==> config.mk <==
export PLATFORM = sky130hd
export DESIGN_NAME = sacache_cfg
export DESIGN_NICKNAME = d
export VERILOG_FILES = /design/src/rtl/core/sacache_pkg.sv /design/src/rtl/core/sacache_cfg.sv
export SDC_FILE = /design/constraint.sdc
export NUM_CORES = 1
export LEC_CHECK = 0
export BUFFER_PORTS_ARGS = -buffer_cell sky130_fd_sc_hd__buf_2
export CAP_MARGIN = 30
export CORE_UTILIZATION = 38
export CTS_CLUSTER_DIAMETER = 80
export DETAILED_ROUTE_END_ITERATION = 8
export PLACE_DENSITY = 0.81
export SYNTH_ARGS = -nofsm -noshare
export SYNTH_HDL_FRONTEND = slang
export SYNTH_SLANG_ARGS = --single-unit
==> constraint.sdc <==
create_clock -name aclk -period 2.6 [get_ports aclk]
set_clock_uncertainty 0.2 [all_clocks]
set_input_delay 0.52 -clock aclk [delete_from_list [all_inputs] [get_ports aclk]]
set_output_delay 0.52 -clock aclk [all_outputs]
set_load 0.005 [all_outputs]
==> src/rtl/core/sacache_pkg.sv <==
`default_nettype none
// ----------------------------------------------------------------------------
// Set-associative cache package
// Shared constants, types and helpers for the cache model core.
// ----------------------------------------------------------------------------
package sacache_pkg;

    localparam int MAX_SETS   = 64;
    localparam int MAX_WAYS   = 4;
    localparam int ADDR_WIDTH = 48;

    localparam int SET_W   = $clog2(MAX_SETS);
    localparam int WAY_W   = (MAX_WAYS > 1) ? $clog2(MAX_WAYS) : 1;
    localparam int STAMP_W = 40;
    localparam int TOTAL_W = 32;
    localparam int OFFS_MAX = 12;

    localparam logic [STAMP_W-1:0] STAMP_MAX = {STAMP_W{1'b1}};
    localparam logic [TOTAL_W-1:0] TOTAL_MAX = {TOTAL_W{1'b1}};

    localparam logic [2:0] REG_OFFSET_BITS = 3'd0;
    localparam logic [2:0] REG_SET_BITS    = 3'd1;
    localparam logic [2:0] REG_WAYS        = 3'd2;
    localparam logic [2:0] REG_LRU_MODE    = 3'd3;
    localparam logic [2:0] REG_PREFETCH    = 3'd4;

    typedef struct packed {
        logic                  valid;
        logic [ADDR_WIDTH-1:0] tag;
        logic [STAMP_W-1:0]    stamp;
    } line_t;

    typedef line_t [MAX_WAYS-1:0] set_line_t;

    typedef struct packed {
        logic [3:0] offset_bits;
        logic [2:0] set_bits;
        logic [2:0] ways_in_use;
        logic       lru_mode;
        logic       prefetch_enable;
    } cfg_t;

    function automatic logic [TOTAL_W-1:0] sat_inc(input logic [TOTAL_W-1:0] v);
        sat_inc = (v == TOTAL_MAX) ? v : v + 1'b1;
    endfunction

endpackage
`default_nettype wire

==> src/rtl/core/sacache_cfg.sv <==
`default_nettype none
// ----------------------------------------------------------------------------
// Cache configuration registers
// APB-style register file holding geometry and policy settings.
// ----------------------------------------------------------------------------
module sacache_cfg (
    input  wire logic                 aclk,
    input  wire logic                 aresetn,
    input  wire logic                 psel,
    input  wire logic                 penable,
    input  wire logic                 pwrite,
    input  wire logic [4:0]           paddr,
    input  wire logic [31:0]          pwdata,
    output logic [31:0]               prdata,
    output logic                      pready,
    output sacache_pkg::cfg_t         cfg
);
    import sacache_pkg::*;

    cfg_t cfg_reg;

    assign pready = 1'b1;
    assign cfg    = cfg_reg;

    always_ff @(posedge aclk) begin
        if (!aresetn) begin
            cfg_reg <= '{offset_bits: 4'd6, set_bits: 3'd4, ways_in_use: 3'd4,
                         lru_mode: 1'b0, prefetch_enable: 1'b0};
        end else if (psel && penable && pwrite) begin
            unique case (paddr[4:2])
                REG_OFFSET_BITS: cfg_reg.offset_bits     <= pwdata[3:0];
                REG_SET_BITS:    cfg_reg.set_bits        <= pwdata[2:0];
                REG_WAYS:        cfg_reg.ways_in_use     <= pwdata[2:0];
                REG_LRU_MODE:    cfg_reg.lru_mode        <= pwdata[0];
                REG_PREFETCH:    cfg_reg.prefetch_enable <= pwdata[0];
                default: ;
            endcase
        end
    end

    always_comb begin
        prdata = '0;
        unique case (paddr[4:2])
            REG_OFFSET_BITS: prdata[3:0] = cfg_reg.offset_bits;
            REG_SET_BITS:    prdata[2:0] = cfg_reg.set_bits;
            REG_WAYS:        prdata[2:0] = cfg_reg.ways_in_use;
            REG_LRU_MODE:    prdata[0]   = cfg_reg.lru_mode;
            REG_PREFETCH:    prdata[0]   = cfg_reg.prefetch_enable;
            default:         prdata      = '0;
        endcase
    end

    logic unused_bits;
    assign unused_bits = ^{paddr[1:0], pwdata[31:4]};

endmodule
`default_nettype wire

==> out/metrics.cfg <==
[yosys]
ys_ff_latch=12
ys_seq_area_share_pct=27.6
synth_area_um2=870
yosys-top-cells-area=dfxtp_1 (28%), buf_4 (25%), mux2i_1 (15%), nand2_1 (5.2%), buf_6 (3.9%)
synth_cells=103
synth_top_cell_by_area=dfxtp_1
syn_area_per_cell_um2=8.44
ys_warn_count=0
synth_top_area_share_pct=27.6
yosys.cell_types.count=24

[cells_and_area]
diodes=0
final_layout_size_suffix_gt1_share_pct=27.0
fin_nets=169
largest_reg_flops=12
syn_to_final_growth_pct=4.75

[sta]
hold_viol=0
setup_viol_count_final=0
rsz0062_at_grt=no
period_needed_ns=2.09
hold_slack_ns=0.283
period_share_pct=80.6
finalWorstSetupSlack_ns=0.505
tns_ns=0
drv_slew=0
max_freq_ghz=0.477

[clock_network]
cts_tree=done
clk_pin_slew_ns=0.08
cts_buffer_depth=2
clock-sinks=12
cts-resized-gates=0
cts-hold-fix-buffers=0
postCtsSetupRepairBufs=0
cts-root-buf=clkbuf_4
numCtsBuffers=3
htreeDepth=1
clk_latency_ns=0.27

[routing]
drtIter0Drc=9
vias_per_cell=4.26
drc=0
finalWirelength_mm=1.56
route.vias.total=652
drtAntennaViolNets=0
drtPass1Iterations=2
wire_per_inst_um=10.2

[global_route]
grt_overflow=0
grt_pass1_vias=550
grt_pass1_wl_mm=2.41
grtUsageTotal_pct=12.4
grt_max_degree=17
grt_antenna_before_repair=0

[hold_path]
hp-start=cfg[5]
hold_class=register to register

[die]
die_h_um=49.8
core_area_um2=2060
io_pins=87
die_width_um=49.8
rows=16
dieArea_um2=2480
start_util_pct=42.2

[power_and_ir_drop]
p_leak_nw=0.489
power_density_nw_per_um2=420
vdd_drop_max_v=0.000265

[worst_setup_path]
required_ns=1.88
critPathMaxFanout=11
cp-startpoint=paddr[3]
critical_path_class=input pin to primary output
r2r-start=cfg[9]
start_kind=input pin
cp.arrival_ns=1.37
endpoint_kind=primary output

[status]
status=finished, final reports clean

[placed_design]
portBuffers=27
dp.final_hpwl_mm=1.24
gp_congestion=0.739
pre_cts_ws_ns=0.527

[job]
maxCapViolCount=0

==> report_power, final <==
| group | internal (mW) | switching [mW] |
|---|---|---|
| Sequential | 0.185 | 0.00114 |
| Clock | 0.0850 | 0.0613 |
| Combinational | 0.0177 | 0.0323 |
==> critical path, cell delays in order <==
cell,delay (ns)
buf_2,0.23
mux2i_1,0.28
a2bb2oi_1,0.17
nor2_1,0.05
buf_2,0.12
==> cell families after synthesis <==
logic type,count (synthesis),share of synthesized area [%]
flip-flops,12,27.6
AO/OA/AOI/OAI,7,6.76
AND/OR/NAND/NOR,31,18.0
other,2,0.864
buffers and inverters,38,31.8
multiplexers,13,15.0
==> cell usage in the layout (no fill, tap or decap), types with 2 or more instances in the layout <==
cell / count
nor2b_1: 3
inv_1: 3
nand2_1: 12
nor2_1: 5
clkbuf_4: 3
buf_2: 27
mux2i_1: 13
o211ai_1: 2
conb_1: 29
dfxtp_1: 12
a2bb2oi_1: 2
nand3_1: 4
==> cell type report <==
type / count / area (um2)
Timing Repair Buffer: 27 / 135
Inverter: 3 / 11.3
Tap cell: 27 / 33.8
Fill cell: 225 / 1150
Sequential cell: 12 / 240
Multi-Input combinational cell: 80 / 454
Clock buffer: 4 / 36.3
==> per-stage QoR <==
stage | total power [mW] | cell area (um2) | util, % | instances
3_5_place_dp | 0.240 | 875 | 42.4 | 149
4_1_cts | 0.387 | 911 | 44.2 | 153
3_3_place_gp | 0.238 | 875 | 42.4 | 149
2_1_floorplan | 0.257 | 971 | - | 130
5_1_grt | 0.401 | 911 | 44.2 | 153
6_report | 0.383 | 911 | 44.2 | 153
==> metal layers <==
layer / share of wire [%] / routed length, um / global-route usage, %
met3: 8.1 / 126 / 2.78
met2: 45 / 702 / 19.8
met4: 0 / 0 / 2.86
met1: 47 / 725 / 16.7
met5: 0 / 0 / 0
==> path summary, 6_finish.rpt <==
check	end	slack [ns]	depth (start not counted)
hold reg to reg	cfg[5]	0.28	2
setup reg to reg	cfg[9]	1.76	2
hold / removal	cfg[5]	0.28	2
setup / recovery	prdata[2]	0.51	5
==> Yosys cell counts <==
cell	number
buf_2	2
nor2_1	5
nand4_1	1
conb_1	2
a2bb2oi_1	2
and4b_1	1
nor3_1	1
o211ai_1	2
inv_1	3
nand2_1	12
nand3b_1	1
mux2i_1	13
and2_4	1
clkbuf_1	1
dfxtp_1	12
nor2b_1	3
and2_2	1
o211ai_2	1
buf_6	3
o31a_1	1
buf_4	29
nor4b_1	1
o21ai_0	1
nand3_1	4
Note: power is estimated with default switching activity, not from simulation.
